File: src/rtl/core/jrot_pkg.sv
// ----------------------------------------------------------------------------
// Jacobian rotation package
// Shared types and register map for the 3x3 Jacobian rotation block.
// ----------------------------------------------------------------------------
package jrot_pkg;

	localparam int BUS_WIDTH  = 64;
	localparam int ADDR_WIDTH = 5;

	typedef enum logic [1:0] {
		REG_ROW0 = 2'd0,
		REG_ROW1 = 2'd1,
		REG_ROW2 = 2'd2
	} reg_idx_t;

	typedef struct packed {
		logic s1;
		logic s2;
		logic s3;
	} pipe_en_t;

endpackage

File: src/rtl/core/jrot_dot.sv
// ----------------------------------------------------------------------------
// Rotation dot product
// Three-stage pipeline for one output entry: multiply, sum and round,
// then scale and saturate.
// ----------------------------------------------------------------------------
module jrot_dot #(
	parameter int DATA_WIDTH = 32,
	parameter int COEF_WIDTH = 16
) (
	input  logic                         clk,
	input  jrot_pkg::pipe_en_t           en,
	input  logic signed [COEF_WIDTH-1:0] coef [3],
	input  logic signed [DATA_WIDTH-1:0] data [3],
	output logic signed [DATA_WIDTH-1:0] res
);

	localparam int PW   = DATA_WIDTH + COEF_WIDTH;
	localparam int AW   = PW + 2;
	localparam int FRAC = COEF_WIDTH - 2;
	localparam int QW   = AW - FRAC;
	localparam logic signed [AW-1:0] HALF = AW'(1) << (FRAC - 1);
	localparam logic signed [QW-1:0] QMAX = QW'({1'b0, {(DATA_WIDTH-1){1'b1}}});
	localparam logic signed [QW-1:0] QMIN = -QMAX - QW'(1);

	logic signed [PW-1:0]         prod_s1 [3];
	logic signed [AW-1:0]         acc_s2;
	logic signed [DATA_WIDTH-1:0] res_s3;
	logic signed [QW-1:0]         q;

	always_ff @(posedge clk) begin
		if (en.s1) begin
			for (int j = 0; j < 3; j++) begin
				prod_s1[j] <= PW'(coef[j]) * PW'(data[j]);
			end
		end
	end

	always_ff @(posedge clk) begin
		if (en.s2) begin
			acc_s2 <= AW'(prod_s1[0]) + AW'(prod_s1[1]) + AW'(prod_s1[2]) + HALF;
		end
	end

	assign q = QW'(acc_s2 >>> FRAC);

	always_ff @(posedge clk) begin
		if (en.s3) begin
			if (q > QMAX) begin
				res_s3 <= QMAX[DATA_WIDTH-1:0];
			end else if (q < QMIN) begin
				res_s3 <= QMIN[DATA_WIDTH-1:0];
			end else begin
				res_s3 <= q[DATA_WIDTH-1:0];
			end
		end
	end

	assign res = res_s3;

endmodule

File: config.mk
export PLATFORM = sky130hd
export DESIGN_NAME = jrot_dot
export DESIGN_NICKNAME = d
export VERILOG_FILES = /design/src/rtl/core/jrot_pkg.sv /design/src/rtl/core/jrot_dot.sv
export SDC_FILE = /design/constraint.sdc
export NUM_CORES = 2
export LEC_CHECK = 0
export BUFFER_PORTS_ARGS = -buffer_cell sky130_fd_sc_hd__clkbuf_2
export CAP_MARGIN = 20
export CORE_ASPECT_RATIO = 1.2
export CORE_MARGIN = 2
export CORE_UTILIZATION = 60
export CTS_CLUSTER_SIZE = 14
export DETAILED_ROUTE_END_ITERATION = 6
export GPL_ROUTABILITY_DRIVEN = 0
export GPL_TIMING_DRIVEN = 0
export PLACE_DENSITY = 0.77
export SETUP_SLACK_MARGIN = 0.4
export SYNTH_ARGS = -nofsm -noshare
export SYNTH_HDL_FRONTEND = slang
export SYNTH_SLANG_ARGS = --single-unit
export TNS_END_PERCENT = 100
File: constraint.sdc
create_clock -name clk -period 8.6 [get_ports clk]
set_clock_uncertainty 0.05 [all_clocks]
set_input_delay 0 -clock clk [delete_from_list [all_inputs] [get_ports clk]]
set_output_delay 0 -clock clk [all_outputs]
set_load 0.02 [all_outputs]
==> flow_summary.yaml <==
run_status:
  status: "finished, violations left"
  violations: "DRC"
synth:
  synthXorXnorAreaFrac_pct: 2.508
  ys.flop_type: "edfxtp_1"
  avgSynthCellArea_um2: 9.485
  syn_inst: 6702
  synth_mux_area_share_pct: 0.04724
  synth_compound_area_share_pct: 5.791
  synth_edf_count: 212
  synth.ff_latch_count: 212
  ys_async_sr_fraction_pct: 0
  synth_area_um2: 63570
  synth_top_family_by_area: "adder cells"
  ys_types: 81
  yosys_warnings: 0
  seq_area_frac_synth_pct: 10.01
  synth_fp_nets: 8791
  synth_simple_gate_area_share_pct: 14.30
  synth_fa_ha_area_share_pct: 55.98
global_routing:
  grt_start_max_net_pins: 116
  grt_antenna_before_repair: 2
  track_usage_pct: 32.66
  grt_pass1_vias: 50965
  grt_pass1_wl_mm: 272.2
  overflow: 0
sta:
  fin_crit_ns: 7.222
  tightest_slew_ns: 0.9746
  finalSetupViolations: 0
  hold_viol_final: 0
  drv_slew: 0
  slew_headroom_pct: 34.43
  fmax_mhz: 138.5
  grt_setup_unrepaired: "false"
  tns_ns: 0
  period_share_pct: 83.98
  finalWorstSetupSlack_ns: 1.378
setup_path:
  endpoint_kind: "register"
  r2r_start: "prod_s1[0][101]$_DFFE_PP_"
  cpLargestDelayFamily: "adder cells"
  reg2reg_depth: 12
  r2r-end: "acc_s2[49]$_DFFE_PP_"
  worst_path_most_repeated_cell: "fa_1"
  critPathKind: "primary input to register"
  cp-start-kind: "primary input"
  cp_max_fo: 10
  rrSetupSlack_ns: 3.79
  arrival_ns: 7.40
  crit_chain: "clkbuf_2 > clkbuf_1 > nand2_1 > fa_1 > inv_1 > fa_1 > fa_1 > fa_1 > fa_1 > inv_1 > fa_1 > inv_1 > ha_1 > a21oi_1 > o211ai_1 > a311oi_1 > nand4b_1 > a21oi_1 > o31ai_1 > a221oi_1 > or4b_1 > nand3_1"
  slowest_stage: "clkbuf_1"
  crit_buf_inv: 5
  critical-path-max-stage-delay_ns: 0.75
  cp.required_ns: 8.78
route:
  drc: 1
  first_iter_violations: 3852
  drt-pass1-iter-count: 7
  viasPerCell: 5.724
  ant_nets: 0
  drt-total-wl_mm: 171.3
  num_vias: 47584
  post_drt_wl_per_cell_um: 20.60
clock_network:
  cts_root_buf: "clkbuf_16"
  cts-buffers-inserted: 22
  htree_levels: 1
  clock_latency_ns: 0.52
  clk_pin_slew_ns: 0.06
  post_cts_resized: 0
  clockBufferDepth: 3
  cts_tree: "done"
  cts.sinks: 212
min_path:
  min_from: "coef[33]"
  whs_endpoint: "prod_s1[0][1]$_DFFE_PP_"
  holdPathStages: 3
  min_path_type: "primary input to register"
placed_design:
  place_hpwl_mm: 147.3
  io_buffers: 179
  place_ws_ns: 0.9784
  place_area_um2: 66230
cells_and_area:
  final_cell_mix: "1638 x inv_1, 1505 x fa_1, 913 x nand2_1"
  fin_area_um2: 66960
  fillerInstances: 8477
  post-route-util_pct: 63.82
  final_nets: 9001
  final_common_cell: "inv_1"
  area_growth_pct: 5.334
  drive_gt1_share_pct: 3.394
flow_run:
  cap_violations: 0
die:
  core_area_um2: 104900
  placementRows: 130
  start_util_pct: 60.59
  die_y_um: 360.6
  ioPinCount: 180
  die_x_um: 301.1
  dieArea_um2: 108600
metal layers:
layer  up-vias  global-route usage, %  wire, um
met4         2                  17.87     12020
met3       697                  5.665     15840
met2      2560                  54.24     82590
met5         -                      0         9
met1     24033                  40.69     60810
li1      20292                      -         -
cells in the mapped netlist, types with 32 or more instances:
master    instances  share of area, %
inv_1          1638               9.7
fa_1           1505                47
nand2_1         913               5.4
and2_1          624               6.1
ha_1            436               8.6
clkbuf_1        277               1.6
edfxtp_1        212                10
a21oi_1         166               1.3
nor2_1          154              0.91
xnor2_1         137               1.9
a21o_1           89               1.1
o21ai_0          54              0.43
o21a_1           51              0.60
xor2_1           45              0.62
nand3_1          41              0.32
nand2b_1         32              0.31
nor3_1           32              0.25
stage by stage:
step                      hold slack (ns)  cells
after floorplan                   0.06250   6702
after global routing              0.03168   8311
final                             0.02786   8313
after detailed placement           0.3739   8268
after CTS                         0.01514   8311
after global placement             0.3718   8267
repair_timing:
item / in CTS / in global routing
endpoints found under the hold margin: 33 / 0
setup endpoints to repair: 0 / 0
hold buffers: 6 / 0
buffers inserted: 0 / 0
worst max path at each step:
stage                   from                   endpoint  slack [ns]  depth (start not counted)
floorplan           data[22]  prod_s1[0][141]$_DFFE_PP_        2.67                         22
global placement    coef[10]  prod_s1[0][141]$_DFFE_PP_        1.05                         22
detailed placement  coef[10]  prod_s1[0][141]$_DFFE_PP_        0.98                         22
CTS                 coef[10]  prod_s1[0][141]$_DFFE_PP_        1.51                         22
global route        coef[10]  prod_s1[0][141]$_DFFE_PP_        1.12                         22
finish              coef[10]  prod_s1[0][141]$_DFFE_PP_        1.38                         22
sequential cells by signal, summed over array words and instances, names as in the netlist:
name,flops
acc_s2,36
prod_s1,144
res,32
cell type report:
cell class                 count  area [um2]  share of cell area (%)
multi-input combinational   4567       49980                   74.65
inverter                    1641        6160                   9.199
tap                         1386        1734                   2.590
antenna                        2       5.005                0.007475
clock buffer                  24       579.3                  0.8652
sequential                   212        6366                   9.508
buffer                       282        1060                   1.583
timing repair buffer         186       992.2                   1.482
clock inverter                13       80.08                  0.1196
cell families after synthesis:
kind of cell             after synthesis
adder cells (fa/ha/maj)             1941
buffers and inverters               1923
AND/OR/NAND/NOR                     1889
AO/OA/AOI/OAI                        552
flip-flops                           212
XOR/XNOR                             182
multiplexers                           3
worst min-delay path: cells and delay by family:
family        cells  cell delay, ns
simple gates      1            0.16
buf+inv           1            0.19
fa+ha+maj         1            0.14
Power is left out: the tool's default activity adds up to more than one toggle a clock period on the data nets, which glitch-free logic cannot reach.
