### src/rtl/core/jrot_pkg.sv
// ----------------------------------------------------------------------------
// Jacobian rotation package
// Shared types and register map for the 3x3 Jacobian rotation block.
// ----------------------------------------------------------------------------
package jrot_pkg;

	localparam int BUS_WIDTH  = 64;
	localparam int ADDR_WIDTH = 5;

	typedef enum logic [1:0] {
		REG_ROW0 = 2'd0,
		REG_ROW1 = 2'd1,
		REG_ROW2 = 2'd2
	} reg_idx_t;

	typedef struct packed {
		logic s1;
		logic s2;
		logic s3;
	} pipe_en_t;

endpackage

### src/rtl/core/jrot_cfg.sv
// ----------------------------------------------------------------------------
// Rotation register file
// Holds the three rotation rows behind the configuration port.
// ----------------------------------------------------------------------------
module jrot_cfg #(
	parameter int COEF_WIDTH = 16
) (
	input  logic                               clk,
	input  logic                               arst_n,
	input  logic                               psel,
	input  logic                               penable,
	input  logic                               pwrite,
	input  logic [jrot_pkg::ADDR_WIDTH-1:0]    paddr,
	input  logic [jrot_pkg::BUS_WIDTH-1:0]     pwdata,
	output logic [jrot_pkg::BUS_WIDTH-1:0]     prdata,
	output logic                               pready,
	output logic [3*COEF_WIDTH-1:0]            rows [3]
);

	localparam int RW = 3 * COEF_WIDTH;
	localparam logic [RW-1:0] ROW0_RST = RW'(1) << (COEF_WIDTH - 2);
	localparam logic [RW-1:0] ROW1_RST = RW'(1) << (2 * COEF_WIDTH - 2);
	localparam logic [RW-1:0] ROW2_RST = RW'(1) << (3 * COEF_WIDTH - 2);

	logic [RW-1:0] row0_q;
	logic [RW-1:0] row1_q;
	logic [RW-1:0] row2_q;
	logic          wr_en;
	logic [1:0]    reg_sel;

	assign pready  = 1'b1;
	assign wr_en   = psel & penable & pwrite;
	assign reg_sel = paddr[4:3];

	always_ff @(posedge clk or negedge arst_n) begin
		if (!arst_n) begin
			row0_q <= ROW0_RST;
			row1_q <= ROW1_RST;
			row2_q <= ROW2_RST;
		end else if (wr_en) begin
			case (reg_sel)
				jrot_pkg::REG_ROW0: begin
					row0_q <= pwdata[RW-1:0];
				end
				jrot_pkg::REG_ROW1: begin
					row1_q <= pwdata[RW-1:0];
				end
				jrot_pkg::REG_ROW2: begin
					row2_q <= pwdata[RW-1:0];
				end
				default: begin
				end
			endcase
		end
	end

	always_comb begin
		case (reg_sel)
			jrot_pkg::REG_ROW0: prdata = jrot_pkg::BUS_WIDTH'(row0_q);
			jrot_pkg::REG_ROW1: prdata = jrot_pkg::BUS_WIDTH'(row1_q);
			jrot_pkg::REG_ROW2: prdata = jrot_pkg::BUS_WIDTH'(row2_q);
			default:            prdata = '0;
		endcase
	end

	assign rows[0] = row0_q;
	assign rows[1] = row1_q;
	assign rows[2] = row2_q;

endmodule

### config.mk
export PLATFORM = sky130hd
export DESIGN_NAME = jrot_cfg
export DESIGN_NICKNAME = d
export VERILOG_FILES = /design/src/rtl/core/jrot_pkg.sv /design/src/rtl/core/jrot_cfg.sv
export SDC_FILE = /design/constraint.sdc
export NUM_CORES = 1
export LEC_CHECK = 0
export ABC_AREA = 1
export BUFFER_PORTS_ARGS = -buffer_cell sky130_fd_sc_hd__buf_2
export CORE_MARGIN = 4
export CORE_UTILIZATION = 53
export CTS_BUF_LIST = sky130_fd_sc_hd__clkbuf_4 sky130_fd_sc_hd__clkbuf_8
export CTS_CLUSTER_DIAMETER = 40
export DETAILED_ROUTE_END_ITERATION = 16
export PLACE_DENSITY = 0.85
export RECOVER_POWER = 100
export SLEW_MARGIN = 10
export SYNTH_ARGS = -nofsm -noshare
export SYNTH_HDL_FRONTEND = slang
export SYNTH_SLANG_ARGS = --single-unit
export TNS_END_PERCENT = 10
### constraint.sdc
create_clock -name clk -period 1.9 [get_ports clk]
set_clock_uncertainty 0.1 [all_clocks]
set_input_delay 0 -clock clk [delete_from_list [all_inputs] [get_ports clk]]
set_output_delay 0 -clock clk [all_outputs]
set_load 0.02 [all_outputs]
==> flow_summary.toml, run 1 <==
[clock_tree]
cts.clk_slew.worst_paths_ns = 0.09
postCtsResizedCells = 0
clk_latency_ns = 0.42
htree_levels = 4
cts_made_buffers = 17
ctsLongestPathBuffers = 2
tritoncts = "done"
root_buffer = "clkbuf_8"
clock-sinks = 144

[final_layout]
drive_above_1_share_pct = 12.8
fin_util_pct = 71.0
final_nets = 1209
syn2layout_area_growth_pct = 30.8

[timing]
slew_headroom_pct = 22.6
min_period_ns = 1.60
rsz0062_at_grt = "false"
finalHoldViolCount = 0
max_freq_ghz = 0.625
whs_ns = 0.0995
finalSetupViolations = 0
tightestPinTransition_ns = 1.16
period_share_pct = 84.2
fin_setup_tns_ns = 0
drv_slew = 0
setup_ws_ns = 0.301

[place]
portBuffers = 246
place_hpwl_mm = 12.8
place_ws_ns = 0.537
gp_congestion = 0.830

[setup_path]
crit_type = "input port to primary output"
required_ns = 1.80
critPathLaunchType = "input port"
end_kind = "primary output"
arrival_ns = 1.50
crit_fanout = 18

[worst_hold_path]
min_path_type = "input port to flip-flop"

[global_routing]
grt_max_degree = 49
grt_pass1_wl_mm = 32.7
grt_overflow = 0
antenna_found_initial = 0
grt_usage_pct = 28.7
first_global_vias = 6451

[floorplanning]
die_h_um = 119
design.die.area_mm2 = 0.0141
ios = 283
die_w_um = 119
start_util_pct = 54.3
rows = 40
coreArea_mm2 = 0.0120

[yosys]
yosys_warnings = 0
synth.top_cell.area_share_pct = 54.1
ys_ff_latch = 144
synth_area_leaders = "dfrtp_1 (54%), nand2_1 (33%), nand3_1 (3.7%)"
seq_area_frac_synth_pct = 55.3
netlist_area_mm2 = 0.00652
syn-mean-instance-area_um2 = 7.67
ys_types = 15
synth_top_cell_by_area = "dfrtp_1"
synthCells = 850

[power_and_ir_drop]
p_sw_mw = 3.76
p_per_area_mw_per_mm2 = 1140
p_total_mw = 9.73
power.internal_mw = 5.96
peakVddDrop_mv = 0.578
p_leak_nw = 4.59
pwr-share-seq_pct = 44.0
p_sw_share_pct = 38.7
clkPwrFrac_pct = 27.2
pwr-share-comb_pct = 28.8

[routing]
vias = 6679
wl_per_cell_um = 15.6
wirelength_mm = 20.2
route.detailed.drc = 0
vias_per_cell = 5.15
drt-pass1-iter-count = 5
postRouteAntennaNets = 0
drt-initial-drc-count = 623

[status]
status = "completed"

[run]
drv_cap = 0
worst paths after layout:
path | from | to | slack [ns] | depth (start not counted)
setup reg to reg | row0_q[14] | row0_q[14] | 1.04 | 2
hold / removal | penable | row0_q[14] | 0.1 | 6
setup / recovery | paddr[4] | prdata[24] | 0.30 | 8
max in group asynchronous | arst_n | row1_q[30] | 0.55 | 4
min in group asynchronous | arst_n | row2_q[39] | 0.51 | 3
hold reg to reg | row0_q[14] | row0_q[14] | 0.38 | 2
synth_stat cells, drive strengths merged:
| cell type | count |
|---|---|
| dfstp | 3 |
| nand3 | 49 |
| conb | 2 |
| nand2 | 583 |
| buf | 57 |
| nor2 | 5 |
| dfrtp | 141 |
| clkbuf | 5 |
| inv | 5 |
power by group through the flow:
stage                     combinational [mW]  sequential [mW]  clock, mW
after floorplan                        0.993             4.98          0
after global placement                  2.84             4.27          0
after detailed placement                2.91             4.28          0
after CTS                               3.00             4.24       2.68
after global routing                    3.06             4.36       2.81
final                                   2.81             4.28       2.64
area by class of cell:
type,count,area [um^2]
inverter,5,18.8
sequential,144,3610
fill,1023,3480
clock inverter,13,188
multi-input combinational,654,2570
tap,147,184
timing repair buffer,313,1720
antenna,1,2.50
clock buffer,19,249
through the flow:
step / cell area [um^2] / cells
finish: 8530 / 1296
global route: 8530 / 1295
CTS: 8740 / 1295
detailed placement: 7800 / 1213
global placement: 7800 / 1213
floorplan: 6580 / 865
critical path, cell delays in order:
cell and delay [ns]:
clkbuf_1 0.12, inv_1 0.08, nand2_1 0.10, inv_1 0.43, buf_4 0.35, nand2_1 0.08, nand3_1 0.08, clkbuf_1 0.24
kinds of logic after synthesis:
group                  Yosys count  synth area share (%)
buffers and inverters           67                  6.58
flip-flops                     144                  55.3
other                            2                 0.115
AND/OR/NAND/NOR                637                  38.0
timing repair:
| item | in CTS | in global routing |
|---|---|---|
| buffers inserted | 0 | 0 |
| hold buffers | 50 | 0 |
| hold endpoints to repair | 286 | 0 |
| setup endpoints to repair | 0 | 0 |
routing by layer:
metal  up-vias  global-route usage [%]  wire [um]
met3        51                    5.56       1750
met2       393                    48.8      10200
met5         -                       0          0
met1      3121                    36.3       7820
met4         0                    11.2        485
li1       3114                       -          -
flip-flops by register name, summed over array words and instances (netlist names):
name and flops:
row0_q 48, row2_q 48, row1_q 48
layout by cell type, fill, tap and decap left out:
| cell type | n |
|---|---|
| nand2_1 | 580 |
| clkbuf_1 | 162 |
| dfrtp_1 | 141 |
| buf_2 | 83 |
| dlygate4sd3_1 | 50 |
| nand3_1 | 48 |
| conb_1 | 17 |
| clkbuf_8 | 17 |
| buf_4 | 8 |
| nor2_4 | 5 |
| buf_12 | 5 |
| bufinv_16 | 4 |
| clkbuf_2 | 4 |
| inv_2 | 3 |
| nand2_2 | 3 |
| clkinv_4 | 3 |
| clkinvlp_4 | 3 |
| inv_1 | 2 |
| clkbuf_4 | 2 |
| clkinv_2 | 2 |
| dfstp_2 | 2 |
| diode_2 | 1 |
| nand3_2 | 1 |
| inv_6 | 1 |
| buf_6 | 1 |
| dfstp_1 | 1 |
No activity file was read; power rests on OpenSTA's default activity.
==> inputs of run 2 (changes only) <==
--- a/config.mk
+++ b/config.mk
@@ -8,11 +8,11 @@
 export ABC_AREA = 1
 export BUFFER_PORTS_ARGS = -buffer_cell sky130_fd_sc_hd__buf_2
 export CORE_MARGIN = 4
-export CORE_UTILIZATION = 53
+export CORE_UTILIZATION = 45
 export CTS_BUF_LIST = sky130_fd_sc_hd__clkbuf_4 sky130_fd_sc_hd__clkbuf_8
 export CTS_CLUSTER_DIAMETER = 40
 export DETAILED_ROUTE_END_ITERATION = 16
-export PLACE_DENSITY = 0.85
+export PLACE_DENSITY = 0.76
 export RECOVER_POWER = 100
 export SLEW_MARGIN = 10
 export SYNTH_ARGS = -nofsm -noshare
==> constraint.sdc (replaced) <==
create_clock -name clk -period 1.3 [get_ports clk]
set_clock_uncertainty 0.1 [all_clocks]
set_input_delay 0 -clock clk [delete_from_list [all_inputs] [get_ports clk]]
set_output_delay 0 -clock clk [all_outputs]
set_load 0.02 [all_outputs]
==> flow_summary.toml, run 2 (synthesis results as in run 1) <==
[timing]
finalHoldViolCount = 0
finalSetupViolations = 4
max_freq_ghz = 0.755
rsz0062_at_grt = "true"
period_share_pct = 102
slew_headroom_pct = 58.2
setup_ws_ns = -0.0253
drv_slew = 0
min_period_ns = 1.33
tightestPinTransition_ns = 0.627
fin_setup_tns_ns = -0.0630

[setup_path]
required_ns = 1.20
crit_fanout = 3
crit_type = "flip-flop to primary output"
arrival_ns = 1.23
end_kind = "primary output"
critPathLaunchType = "flip-flop"

[routing]
wl_per_cell_um = 15.1
wirelength_mm = 20.1
drt-initial-drc-count = 503
met1_length_mm = 8.43
vias = 6494
vias_per_cell = 4.88
drt-pass1-iter-count = 5
postRouteAntennaNets = 0
top_layer = "met4"
wl_met2_mm = 9.89
wl_met3_mm = 1.50
route.detailed.drc = 0

[power_and_ir_drop]
p_per_area_mw_per_mm2 = 1610
p_leak_nw = 5.24
peakVddDrop_mv = 0.776
p_total_mw = 14.4

[global_routing]
grt_pass1_wl_mm = 32.3
grt_max_degree = 49
grt_overflow = 0
antenna_found_initial = 0
grt_usage_pct = 24.6
first_global_vias = 6276

[floorplanning]
die_w_um = 128
ios = 283
die_h_um = 128
design.die.area_mm2 = 0.0165
rows = 43
start_util_pct = 46.4
coreArea_mm2 = 0.0140

[clock_tree]
tritoncts = "done"
ctsLongestPathBuffers = 2
cts.clk_slew.worst_paths_ns = 0.08
cts_made_buffers = 17
clock-sinks = 144
root_buffer = "clkbuf_8"
clk_latency_ns = 0.43
htree_levels = 4

[status]
violations = "negative setup slack"
status = "complete, but fails checks"

[final_layout]
final_nets = 1213
layout.cells.most_common = "nand2_1"
final_cell_mix = "nand2_1 (577), buf_2 (240), dfrtp_1 (141)"
syn2layout_area_growth_pct = 37.5
drive_above_1_share_pct = 27.8
reg_top3 = "row0_q (48), row1_q (48), row2_q (48)"
antenna_cells = 0

[place]
gp_congestion = 0.797
portBuffers = 246
place_hpwl_mm = 13.4

[worst_hold_path]
min_path_type = "input port to flip-flop"

[run]
drv_cap = 0
## run 2: changes by cell type in the layout (fill, tap and decap cells not counted), moves of 4 or more
cell	delta
clkbuf_1	-162
buf_2	+157
buf_12	+9
nand3_1	-4
nand3_2	+4
## run 2: timing repair
item	CTS	global route
endpoints found under the hold margin	288	0
hold buffers	50	0
setup endpoints to repair	7	45
setup buffers	0	0
resized for setup	9	8
pin swaps	4	2
cloned	0	0
## run 2: worst max-delay path, stage by stage (launching register included)
cell	delay (ns)
dfstp_2	0.57
nand2_2	0.06
nand3_2	0.06
buf_6	0.11
## run 2: where the power goes
part,internal [mW],leakage [nW],switching [mW]
combinational,1.52,3.21,2.93
clock,2.03,0.205,1.74
sequential,5.41,1.82,0.810
## run 2: per-layer routing
metal	GRT usage, %	vias to the layer above
li1	-	3118
met1	32.8	3089
met2	41.0	270
met3	4.94	17
met4	6.93	0
met5	0	-
## run 2: final timing paths
path	from	endpoint	depth (start not counted)	slack [ns]
max in group asynchronous	arst_n	row2_q[46]	4	0.06
min in group asynchronous	arst_n	row2_q[0]	3	0.45
worst min register to register	row0_q[38]	row0_q[38]	2	0.39
worst max register to register	row2_q[46]	row2_q[46]	2	0.45
worst min-delay path	penable	row1_q[30]	6	0.09
worst max-delay path	row1_q[30]	prdata[30]	3	-0.03
## run 2: per-stage QoR
| step | cell area (um^2) | std cells | util [%] | setup WS, ns | hold WS (ns) |
|---|---|---|---|---|---|
| after floorplan | 6580 | 865 | - | 0.368 | -0.396 |
| after global placement | 7990 | 1250 | 56.9 | 0.198 | -0.196 |
| after detailed placement | 7990 | 1250 | 56.9 | 0.136 | -0.194 |
| after CTS | 8940 | 1332 | 63.7 | -0.0564 | 0.0586 |
| after global routing | 8970 | 1332 | 63.9 | -0.0874 | 0.0994 |
| final | 8970 | 1332 | 63.9 | -0.0253 | 0.0879 |
## run 2: cell type report
type / count / area [um^2]
clock buffers: 20 / 269
inverters: 5 / 18.8
flip-flops and latches: 144 / 3610
clock inverters: 12 / 156
well taps: 180 / 225
fillers: 1218 / 5080
multi-input cells: 654 / 2590
repair buffers: 317 / 2100
